<file path="src/sv/keyed_device_registry_table_defines.svh">
// ----------------------------------------------------------------------------
// Keyed device registry table: assertion macros
// Shared concurrent assertion forms used by the registry table modules.
// ----------------------------------------------------------------------------
`ifndef KEYED_DEVICE_REGISTRY_TABLE_DEFINES_SVH
`define KEYED_DEVICE_REGISTRY_TABLE_DEFINES_SVH

// Property checked on every clock edge outside reset.
`define KDRT_ASSERT(lbl, prop, msg) \
	lbl: assert property (@(posedge clk) disable iff (!arst_n) prop) else $error(msg);

// Implication checked on every clock edge outside reset.
`define KDRT_ASSERT_IMP(lbl, ante, cons, msg) \
	lbl: assert property (@(posedge clk) disable iff (!arst_n) ante |-> cons) else $error(msg);

`endif

</file>
<file path="src/sv/kdrt_pkg.sv">
// ----------------------------------------------------------------------------
// Keyed device registry table package
// Field widths, command codes, word types and the controller interface.
// ----------------------------------------------------------------------------
package kdrt_pkg;

	localparam int KEY_W    = 48;
	localparam int DATA_W   = 64;
	localparam int LIMIT_W  = 5;
	localparam int CNT_W    = 5;
	localparam int LIST_MAX = 16;

	// Command codes carried in the request word.
	typedef enum logic [1:0] {
		OP_SAVE   = 2'd0,
		OP_REMOVE = 2'd1,
		OP_LIST   = 2'd2,
		OP_CLEAR  = 2'd3
	} op_t;

	// Status codes of a result word.
	localparam logic ST_OK    = 1'b0;
	localparam logic ST_INVAL = 1'b1;

	typedef struct packed {
		op_t                cmd;
		logic [KEY_W-1:0]   key;
		logic [DATA_W-1:0]  entry_data;
		logic [LIMIT_W-1:0] list_limit;
	} req_t;

	typedef struct packed {
		logic               status;
		logic               entry_valid;
		logic [KEY_W-1:0]   entry_key;
		logic [DATA_W-1:0]  entry_payload;
		logic [CNT_W-1:0]   entry_count;
		logic               last;
	} rsp_t;

	// Commands from the controller to the datapath.
	typedef struct packed {
		logic load;
		logic step;
		logic fill_clr;
		logic save_wr;
		logic shift_init;
		logic shift_wr;
		logic fill_dec;
		logic emit;
		logic rsp_load;
	} ctl_cmd_t;

	// Status from the datapath to the controller.
	typedef struct packed {
		op_t  op;
		logic hit;
		logic walk_done;
		logic list_empty;
	} dp_stat_t;

endpackage

</file>
<file path="src/sv/kdrt_dpath.sv">
// ----------------------------------------------------------------------------
// Keyed device registry table datapath
// Key and payload memories, scan pointer, compare stage, fill count and
// the result register.
// ----------------------------------------------------------------------------
`include "keyed_device_registry_table_defines.svh"

module kdrt_dpath import kdrt_pkg::*; #(
	parameter int TABLE_DEPTH  = 16,
	parameter int PAYLOAD_BITS = 64
) (
	input  logic     clk,
	input  logic     arst_n,
	input  req_t     req,
	input  ctl_cmd_t cmd,
	output dp_stat_t stat,
	output logic     rsp_valid,
	output rsp_t     rsp
);

	localparam int IW = (TABLE_DEPTH > 1) ? $clog2(TABLE_DEPTH) : 1;
	localparam int CW = $clog2(TABLE_DEPTH + 1);
	localparam int MW = (CW > CNT_W) ? CW : CNT_W;
	localparam logic [CW-1:0] DEPTH_C = CW'(TABLE_DEPTH);

	// Table storage, packed from slot zero upward.
	logic [KEY_W-1:0]        key_mem [TABLE_DEPTH];
	logic [PAYLOAD_BITS-1:0] pay_mem [TABLE_DEPTH];

	// Captured request.
	op_t                     op_q;
	logic [KEY_W-1:0]        key_q;
	logic [PAYLOAD_BITS-1:0] data_q;
	logic [CNT_W-1:0]        n_q;
	logic                    lim_zero_q;

	// Table and scan state.
	logic [CW-1:0]           fill_q;
	logic [CW-1:0]           ptr_q;
	logic                    rd_vld_s1;
	logic [CW-1:0]           rd_idx_s1;
	logic [KEY_W-1:0]        rd_key_s1;
	logic [PAYLOAD_BITS-1:0] rd_pay_s1;
	logic                    hit_q;
	logic [IW-1:0]           hit_idx_q;
	logic                    rsp_valid_q;
	rsp_t                    rsp_q;

	logic [MW-1:0]           bound;
	logic                    more;
	logic                    rd_en;
	logic                    key_match;
	logic [LIMIT_W-1:0]      lim_sat;
	logic [MW-1:0]           n_next;
	logic                    wr_key_en;
	logic                    wr_pay_en;
	logic [IW-1:0]           wr_addr;
	logic [KEY_W-1:0]        wr_key;
	logic [PAYLOAD_BITS-1:0] wr_pay;
	logic [DATA_W-1:0]       pay_ext;

	// Walk bound: list stops at its count, scans and shifts at the fill.
	assign bound     = (op_q == OP_LIST) ? MW'(n_q) : MW'(fill_q);
	assign more      = MW'(ptr_q) < bound;
	assign rd_en     = cmd.step && more;
	assign key_match = rd_vld_s1 && !hit_q && (rd_key_s1 == key_q);

	// Number of entries a list returns, from the saturated limit.
	assign lim_sat = (req.list_limit > LIMIT_W'(LIST_MAX)) ? LIMIT_W'(LIST_MAX)
		: req.list_limit;
	assign n_next  = (MW'(fill_q) < MW'(lim_sat)) ? MW'(fill_q) : MW'(lim_sat);

	assign stat.op         = op_q;
	assign stat.hit        = hit_q;
	assign stat.walk_done  = !more && !rd_vld_s1;
	assign stat.list_empty = (n_q == '0);

	// Write port: overwrite or append on save, move down by one on remove.
	always_comb begin
		wr_key_en = 1'b0;
		wr_pay_en = 1'b0;
		wr_addr   = '0;
		wr_key    = key_q;
		wr_pay    = data_q;
		if (cmd.save_wr) begin
			if (hit_q) begin
				wr_pay_en = 1'b1;
				wr_addr   = hit_idx_q;
			end else if (fill_q < DEPTH_C) begin
				wr_key_en = 1'b1;
				wr_pay_en = 1'b1;
				wr_addr   = IW'(fill_q);
			end
		end else if (cmd.shift_wr && rd_vld_s1) begin
			wr_key_en = 1'b1;
			wr_pay_en = 1'b1;
			wr_addr   = IW'(rd_idx_s1 - CW'(1));
			wr_key    = rd_key_s1;
			wr_pay    = rd_pay_s1;
		end
	end

	// Payload widened to the word field.
	always_comb begin
		pay_ext = '0;
		pay_ext[PAYLOAD_BITS-1:0] = rd_pay_s1;
	end

	// Memories: one write and one registered read per cycle.
	always_ff @(posedge clk) begin
		if (wr_key_en) begin
			key_mem[wr_addr] <= wr_key;
		end
		if (wr_pay_en) begin
			pay_mem[wr_addr] <= wr_pay;
		end
		if (rd_en) begin
			rd_key_s1 <= key_mem[ptr_q[IW-1:0]];
			rd_pay_s1 <= pay_mem[ptr_q[IW-1:0]];
		end
	end

	// Control state of the table and the walk.
	always_ff @(posedge clk or negedge arst_n) begin
		if (!arst_n) begin
			op_q        <= OP_SAVE;
			fill_q      <= '0;
			ptr_q       <= '0;
			rd_vld_s1   <= 1'b0;
			hit_q       <= 1'b0;
			rsp_valid_q <= 1'b0;
		end else begin
			if (cmd.load) begin
				op_q <= req.cmd;
			end
			if (cmd.fill_clr) begin
				fill_q <= '0;
			end else if (cmd.save_wr && !hit_q && (fill_q < DEPTH_C)) begin
				fill_q <= fill_q + CW'(1);
			end else if (cmd.fill_dec) begin
				fill_q <= fill_q - CW'(1);
			end
			if (cmd.load) begin
				ptr_q <= '0;
			end else if (cmd.shift_init) begin
				ptr_q <= CW'(hit_idx_q) + CW'(1);
			end else if (rd_en) begin
				ptr_q <= ptr_q + CW'(1);
			end
			if (cmd.load || cmd.shift_init) begin
				rd_vld_s1 <= 1'b0;
			end else begin
				rd_vld_s1 <= rd_en;
			end
			if (cmd.load) begin
				hit_q <= 1'b0;
			end else if (key_match) begin
				hit_q <= 1'b1;
			end
			rsp_valid_q <= cmd.rsp_load || (cmd.emit && rd_vld_s1);
		end
	end

	// Request capture, read index, match index and result word.
	always_ff @(posedge clk) begin
		if (cmd.load) begin
			key_q      <= req.key;
			data_q     <= req.entry_data[PAYLOAD_BITS-1:0];
			n_q        <= CNT_W'(n_next);
			lim_zero_q <= (req.list_limit == '0);
		end
		if (rd_en) begin
			rd_idx_s1 <= ptr_q;
		end
		if (key_match) begin
			hit_idx_q <= rd_idx_s1[IW-1:0];
		end
		if (cmd.rsp_load) begin
			rsp_q.status        <= (op_q == OP_LIST && lim_zero_q) ? ST_INVAL : ST_OK;
			rsp_q.entry_valid   <= 1'b0;
			rsp_q.entry_key     <= '0;
			rsp_q.entry_payload <= '0;
			rsp_q.entry_count   <= (op_q == OP_LIST) ? n_q : CNT_W'(fill_q);
			rsp_q.last          <= 1'b1;
		end else if (cmd.emit && rd_vld_s1) begin
			rsp_q.status        <= ST_OK;
			rsp_q.entry_valid   <= 1'b1;
			rsp_q.entry_key     <= rd_key_s1;
			rsp_q.entry_payload <= pay_ext;
			rsp_q.entry_count   <= n_q;
			rsp_q.last          <= (MW'(rd_idx_s1) == (MW'(n_q) - MW'(1)));
		end
	end

	assign rsp_valid = rsp_valid_q;
	assign rsp       = rsp_q;

	// The fill never passes the table depth, and a remove drops it by one.
	`KDRT_ASSERT(a_fill_bound, fill_q <= DEPTH_C, "fill count above table depth")
	`KDRT_ASSERT(a_fill_dec, cmd.fill_dec |=> fill_q == $past(fill_q) - CW'(1), "bad remove fill")

endmodule

</file>
<file path="src/sv/kdrt_ctrl.sv">
// ----------------------------------------------------------------------------
// Keyed device registry table controller
// Sequences the scan, write, shift, list and response steps of a command.
// ----------------------------------------------------------------------------
`include "keyed_device_registry_table_defines.svh"

module kdrt_ctrl import kdrt_pkg::*; (
	input  logic     clk,
	input  logic     arst_n,
	input  logic     start,
	input  dp_stat_t stat,
	output ctl_cmd_t cmd,
	output logic     busy
);

	typedef enum logic [2:0] {
		S_IDLE,
		S_DISPATCH,
		S_SCAN,
		S_WRITE,
		S_SHIFT,
		S_LIST,
		S_RESP
	} state_t;

	state_t state_q;
	state_t state_next;
	logic   busy_q;
	logic   scan_end;

	assign scan_end = stat.walk_done || stat.hit;

	// Next state and datapath commands.
	always_comb begin
		state_next = state_q;
		cmd        = '0;
		unique case (state_q)
			S_IDLE: begin
				if (start) begin
					cmd.load   = 1'b1;
					state_next = S_DISPATCH;
				end
			end
			S_DISPATCH: begin
				unique case (stat.op)
					OP_SAVE, OP_REMOVE: begin
						state_next = S_SCAN;
					end
					OP_LIST: begin
						state_next = stat.list_empty ? S_RESP : S_LIST;
					end
					OP_CLEAR: begin
						cmd.fill_clr = 1'b1;
						state_next   = S_RESP;
					end
					default: begin
						state_next = S_RESP;
					end
				endcase
			end
			S_SCAN: begin
				if (!scan_end) begin
					cmd.step = 1'b1;
				end else if (stat.op == OP_SAVE) begin
					state_next = S_WRITE;
				end else if (stat.hit) begin
					cmd.shift_init = 1'b1;
					state_next     = S_SHIFT;
				end else begin
					state_next = S_RESP;
				end
			end
			S_WRITE: begin
				cmd.save_wr = 1'b1;
				state_next  = S_RESP;
			end
			S_SHIFT: begin
				cmd.step     = 1'b1;
				cmd.shift_wr = 1'b1;
				if (stat.walk_done) begin
					cmd.fill_dec = 1'b1;
					state_next   = S_RESP;
				end
			end
			S_LIST: begin
				cmd.step = 1'b1;
				cmd.emit = 1'b1;
				if (stat.walk_done) begin
					state_next = S_IDLE;
				end
			end
			S_RESP: begin
				cmd.rsp_load = 1'b1;
				state_next   = S_IDLE;
			end
			default: begin
				state_next = S_IDLE;
			end
		endcase
	end

	// State register and registered busy flag.
	always_ff @(posedge clk or negedge arst_n) begin
		if (!arst_n) begin
			state_q <= S_IDLE;
			busy_q  <= 1'b0;
		end else begin
			state_q <= state_next;
			busy_q  <= (state_next != S_IDLE);
		end
	end

	assign busy = busy_q;

	// An accepted word always enters dispatch, and busy tracks the state.
	`KDRT_ASSERT(a_accept, (state_q == S_IDLE && start) |=> state_q == S_DISPATCH, "no dispatch")
	`KDRT_ASSERT(a_busy, busy_q == (state_q != S_IDLE), "busy out of step with state")
	`KDRT_ASSERT_IMP(a_shift_hit, state_q == S_SHIFT, stat.hit, "shift without a match")

endmodule

</file>
<file path="src/sv/keyed_device_registry_table.sv">
// Save and remove scan one key per cycle; a remove that finds its key then shifts the
// later entries down. Clear, zero-limit and empty lists go straight to the result word.
// A list of n entries gives one result word a cycle. The next command is taken at the
// edge that ends a single result word; after a list, the block first returns to idle
// once its last word has gone. Words show for one cycle; the receiver cannot stall.
// Reset empties the table at once; no clearing pass runs over the memories.
// ----------------------------------------------------------------------------
// Keyed device registry table
// Packed table of device addresses with opaque payloads: save, remove, list
// and clear commands, one at a time.
// ----------------------------------------------------------------------------
module keyed_device_registry_table import kdrt_pkg::*; #(
	parameter int TABLE_DEPTH  = 16,
	parameter int PAYLOAD_BITS = 64
) (
	input  logic clk,
	input  logic arst_n,
	input  logic start,
	output logic busy,
	input  req_t req,
	output logic rsp_valid,
	output rsp_t rsp
);

	ctl_cmd_t ctl_cmd;
	dp_stat_t dp_stat;

	// Command sequencer.
	kdrt_ctrl u_ctrl (
		.clk    (clk),
		.arst_n (arst_n),
		.start  (start),
		.stat   (dp_stat),
		.cmd    (ctl_cmd),
		.busy   (busy)
	);

	// Table storage and result path.
	kdrt_dpath #(
		.TABLE_DEPTH  (TABLE_DEPTH),
		.PAYLOAD_BITS (PAYLOAD_BITS)
	) u_dpath (
		.clk       (clk),
		.arst_n    (arst_n),
		.req       (req),
		.cmd       (ctl_cmd),
		.stat      (dp_stat),
		.rsp_valid (rsp_valid),
		.rsp       (rsp)
	);

endmodule

</file>
<file path="config.mk">
export PLATFORM = sky130hd
export DESIGN_NAME = keyed_device_registry_table
export DESIGN_NICKNAME = d
export VERILOG_FILES = /design/src/sv/kdrt_pkg.sv /design/src/sv/kdrt_dpath.sv /design/src/sv/kdrt_ctrl.sv /design/src/sv/keyed_device_registry_table.sv
export VERILOG_INCLUDE_DIRS = /design/src /design/src/sv
export SDC_FILE = /design/constraint.sdc
export NUM_CORES = 2
export LEC_CHECK = 0
export ABC_AREA = 0
export BUFFER_PORTS_ARGS = -buffer_cell sky130_fd_sc_hd__buf_4
export CELL_PAD_IN_SITES_DETAIL_PLACEMENT = 0
export CELL_PAD_IN_SITES_GLOBAL_PLACEMENT = 1
export CORE_ASPECT_RATIO = 1.5
export CORE_MARGIN = 2
export CORE_UTILIZATION = 49
export CTS_CLUSTER_DIAMETER = 60
export DETAILED_ROUTE_END_ITERATION = 16
export PLACE_DENSITY_LB_ADDON = 0.3
export REMOVE_ABC_BUFFERS = 1
export SYNTH_ARGS = -nofsm -noshare
export SYNTH_HDL_FRONTEND = slang
export SYNTH_HIERARCHICAL = 1
export SYNTH_SLANG_ARGS = --single-unit
export TNS_END_PERCENT = 100
</file>
<file path="constraint.sdc">
create_clock -name clk -period 9.15 [get_ports clk]
set_input_delay 1.83 -clock clk [delete_from_list [all_inputs] [get_ports clk]]
set_output_delay 1.83 -clock clk [all_outputs]
set_load 0.05 [all_outputs]
</file>
==> impl_metrics.py <==
metrics = {
    "cts": {
        "hold_buffers": 0,
        "ctsResizeCount": 0,
        "postCtsSetupBuffers": 0,
        "htree_levels": 4,
        "cts-root-buf": "clkbuf_16",
        "cts_sinks": 2170,
        "clock_latency_ns": 0.85,
        "cts_buffers": 199,
        "clk_pin_slew_ns": 0.06,
        "cts_buffer_depth": 3,
        "cts_tree": "done",
    },
    "routing": {
        "post-route-drc-count": 0,
        "via_count": 39672,
        "vias_per_cell": 5.92,
        "wl_per_cell_um": 29.2,
        "drt_wl_total_um": 196000,
        "postRouteAntennaNets": 0,
        "first_pass_iters": 6,
        "drt-initial-drc-count": 4358,
    },
    "worst_setup_path": {
        "path_delay_family": "simple AND/OR/NAND/NOR gates",
        "path_buf_inv": 2,
        "cp_max_fo": 44,
        "end_kind": "flop",
        "cpMostUsedCell": "buf_4",
        "reg2reg_depth": 7,
        "cp.required_ns": 9.61,
        "startpoint": "u_ctrl/state_q[2]$_DFF_PN0_",
        "arrival_ns": 5.46,
        "max_stage_delay_ns": 0.84,
        "r2r_end": "u_dpath/pay_mem[1][35]$_DFFE_PP_",
        "r2r_slack_ns": 4.16,
        "reg2reg_from": "u_ctrl/state_q[2]$_DFF_PN0_",
        "cp-start-kind": "flop",
        "crit_chain": "nor2_1 -> and3b_4 -> buf_4 -> nand2_1 -> a211o_1 -> nor2_4 -> buf_4",
        "worstSetupPathType": "flop to flop",
        "cp_slowest_cell": "nor2_4",
    },
    "timing": {
        "setup_slack_ns": 4.16,
        "worstMarginPinSlew_ns": 1.19,
        "slew_headroom": 0.187,
        "fin_crit_ns": 4.99,
        "slew_viol_final": 0,
        "post-route-period-util": 0.546,
        "rsz0062_at_grt": "false",
        "fin_tns_setup_ns": 0,
        "hold_viol": 0,
        "finalSetupViolations": 0,
        "fin_worst_skew_ns": 0.0281,
        "fmax_mhz": 200,
    },
    "pwr": {
        "leakage_nw": 29.7,
        "seq_power_share": 0.479,
        "ir_drop_v": 0.000215,
        "p_comb_frac": 0.207,
        "power_frac_clock": 0.314,
        "intPower_mw": 19.4,
        "powerDensity_mw_per_mm2": 288,
        "p_sw_frac": 0.283,
        "netSwitchingPower_mw": 7.67,
    },
    "yosys": {
        "synth-async-reset-ratio": 0.00876,
        "postSynthCellCount": 3977,
        "synth_edf_count": 2037,
        "ys_types": 65,
        "ys_ff_latch": 2170,
        "seq_area_frac_synth": 0.774,
        "avgSynthCellArea_um2": 20.8,
        "yosysWarnings": 6,
        "syn-cell-area_mm2": 0.0826,
        "synth_flop_cell": "edfxtp_1",
    },
    "die": {
        "die_w_um": 339,
        "start_util": 0.493,
        "die-area_mm2": 0.172,
        "num_rows": 184,
        "core_mm2": 0.168,
        "die_height_um": 507,
        "ios": 244,
    },
    "grt": {
        "grt.met1_usage": 0.320,
        "grt_pass1_wl_um": 284000,
        "use_met2": 0.383,
        "grt_overflow_total": 0,
        "grt_pass1_vias": 40870,
        "grt_busiest_layer": "met2",
        "track_usage": 0.229,
        "antenna_found_initial": 4,
        "grt_max_degree": 143,
        "grt_use_met3": 0.0302,
    },
    "place": {
        "place_hpwl_um": 103000,
        "dp_slack_ns": 4.18,
        "routabilityCongestion": 0.784,
        "dp.cells": 6328,
        "portBuffers": 243,
    },
    "worst_hold_path": {
        "hold_start": "u_dpath/rsp[82]$_SDFFE_PP0P_",
        "worstHoldPathCells": 2,
        "min_to": "u_dpath/rsp[82]$_SDFFE_PP0P_",
        "hp-class": "flop to flop",
    },
    "flow_run": {
        "cap_violations": 0,
    },
    "cells_and_area": {
        "nNetsFinal": 4434,
        "drive_above_1_share": 0.277,
        "area.growth.synth_to_final_pct": 13.6,
        "instances_no_fill": 6705,
    },
    "run_status": {
        "status": "finished clean",
    },
}
cells in the final DEF (no fill, tap or decap), types with 8 or more instances in the layout:
| cell type | count |
|---|---|
| clkbuf_8 | 17 |
| ha_1 | 14 |
| dfrtp_1 | 15 |
| edfxtp_1 | 2037 |
| clkinv_2 | 32 |
| nor2_1 | 22 |
| clkbuf_16 | 203 |
| a21oi_1 | 123 |
| clkinvlp_4 | 11 |
| nor2b_1 | 8 |
| nor3_1 | 14 |
| xnor2_1 | 38 |
| clkbuf_1 | 41 |
| mux2i_1 | 19 |
| nand2b_1 | 24 |
| inv_1 | 24 |
| bufinv_16 | 19 |
| nor2_4 | 28 |
| nand4_1 | 19 |
| nand2_1 | 584 |
| o21ai_0 | 14 |
| clkinv_1 | 30 |
| dfxtp_1 | 114 |
| buf_4 | 318 |
| inv_6 | 9 |
| mux4_2 | 560 |
| xor2_1 | 12 |
power groups by stage:
stage               Combinational, mW  Clock, mW  Sequential (mW)
finish                           5.60       8.49             13.0
global route                     6.01       9.03             13.1
CTS                              5.70       8.67             13.0
detailed placement               5.69          0             13.2
global placement                 5.61          0             13.2
floorplan                        4.25          0             13.9
worst reg2reg max path, delay by kind of cell (launching register included):
family                 cells  cell delay (ns)
and+or+nand+nor            4             1.97
buffers and inverters      2             1.52
DFF                        1             0.58
AOI/OAI and AO/OA          1             0.48
cells by family (layout without fill, tap and decap cells):
| kind of cell | after synthesis | count (layout) | synth area share |
|---|---|---|---|
| muxes | 583 | 583 | 0.155 |
| AOI/OAI and AO/OA | 180 | 180 | 0.0122 |
| xor gates and xnor gates | 50 | 50 | 0.00530 |
| DFF | 2170 | 2170 | 0.774 |
| adders and majority gates | 15 | 15 | 0.00236 |
| buffers and inverters | 227 | 722 | 0.0132 |
| and+or+nand+nor | 752 | 752 | 0.0379 |
| other | 0 | 1 | 0 |
metal layers:
metal / vias to the layer above / routed length [µm]
li1: 16706 / -
met1: 21085 / 79300
met2: 1597 / 98500
met3: 284 / 13200
met4: 0 / 4740
met5: - / 0
state kept, by name, indices dropped and copies added (netlist names), 48 cells and up:
name / count
u_dpath/rd_key_s1: 48
u_dpath/data_q: 64
u_dpath/key_q: 48
u_dpath/rsp: 120
u_dpath/pay_ext: 64
u_dpath/key_mem: 768
u_dpath/pay_mem: 1024
worst max-delay path by stage:
stage                                             endpoint  slack [ns]  cells after the start
after floorplan               u_dpath/ptr_q[4]$_DFFE_PN0P_      -12.18                      7
after global routing      u_dpath/pay_mem[1][30]$_DFFE_PP_        3.98                      8
after CTS                  u_dpath/pay_mem[1][7]$_DFFE_PP_        4.17                      8
after detailed placement  u_dpath/pay_mem[1][22]$_DFFE_PP_        4.18                      8
after global placement    u_dpath/pay_mem[5][63]$_DFFE_PP_        4.25                      8
final                     u_dpath/pay_mem[1][35]$_DFFE_PP_        4.16                      7
area by class of cell:
class / count / area (µm²)
Antenna cell: 1 / 2.50
Sequential cell: 2170 / 63900
Tap cell: 2232 / 2790
Timing Repair Buffer: 321 / 2450
Fill cell: 12610 / 73700
Clock inverter: 115 / 1240
Clock buffer: 261 / 5470
Multi-Input combinational cell: 1580 / 17900
Inverter: 25 / 93.8
synth_stat cells, drive strengths merged (4+ instances only):
cell type,count,area (µm²)
nand3,7,35.0
buf,93,587
xnor2,38,333
nor4,5,31.3
edfxtp,2037,61200
mux2i,19,190
o21ai,21,105
mux2,4,45.0
ha,14,175
nand2,585,2200
nand2b,24,150
nor2,50,188
o31ai,4,30.0
nor4b,4,41.3
a21oi,123,616
mux4,560,12600
inv,25,93.8
nor2b,8,50.1
dfrtp,19,475
nor3b,5,37.5
nand4,19,119
clkbuf,109,409
xor2,12,105
or2,6,37.5
nor3,20,105
and2,6,38.8
o22ai,5,31.3
dfxtp,114,2280
through the flow:
stage | total power [mW] | area, µm² | utilization | hold slack (ns)
5_1_grt | 28.1 | 93900 | 0.560 | 0.471
6_report | 27.1 | 93900 | 0.560 | 0.453
4_1_cts | 27.4 | 93900 | 0.560 | 0.455
3_3_place_gp | 18.8 | 87200 | 0.520 | 0.443
2_1_floorplan | 18.1 | 81600 | - | 0.476
3_5_place_dp | 18.9 | 87200 | 0.520 | 0.447
(Power assumes the default switching activity.)
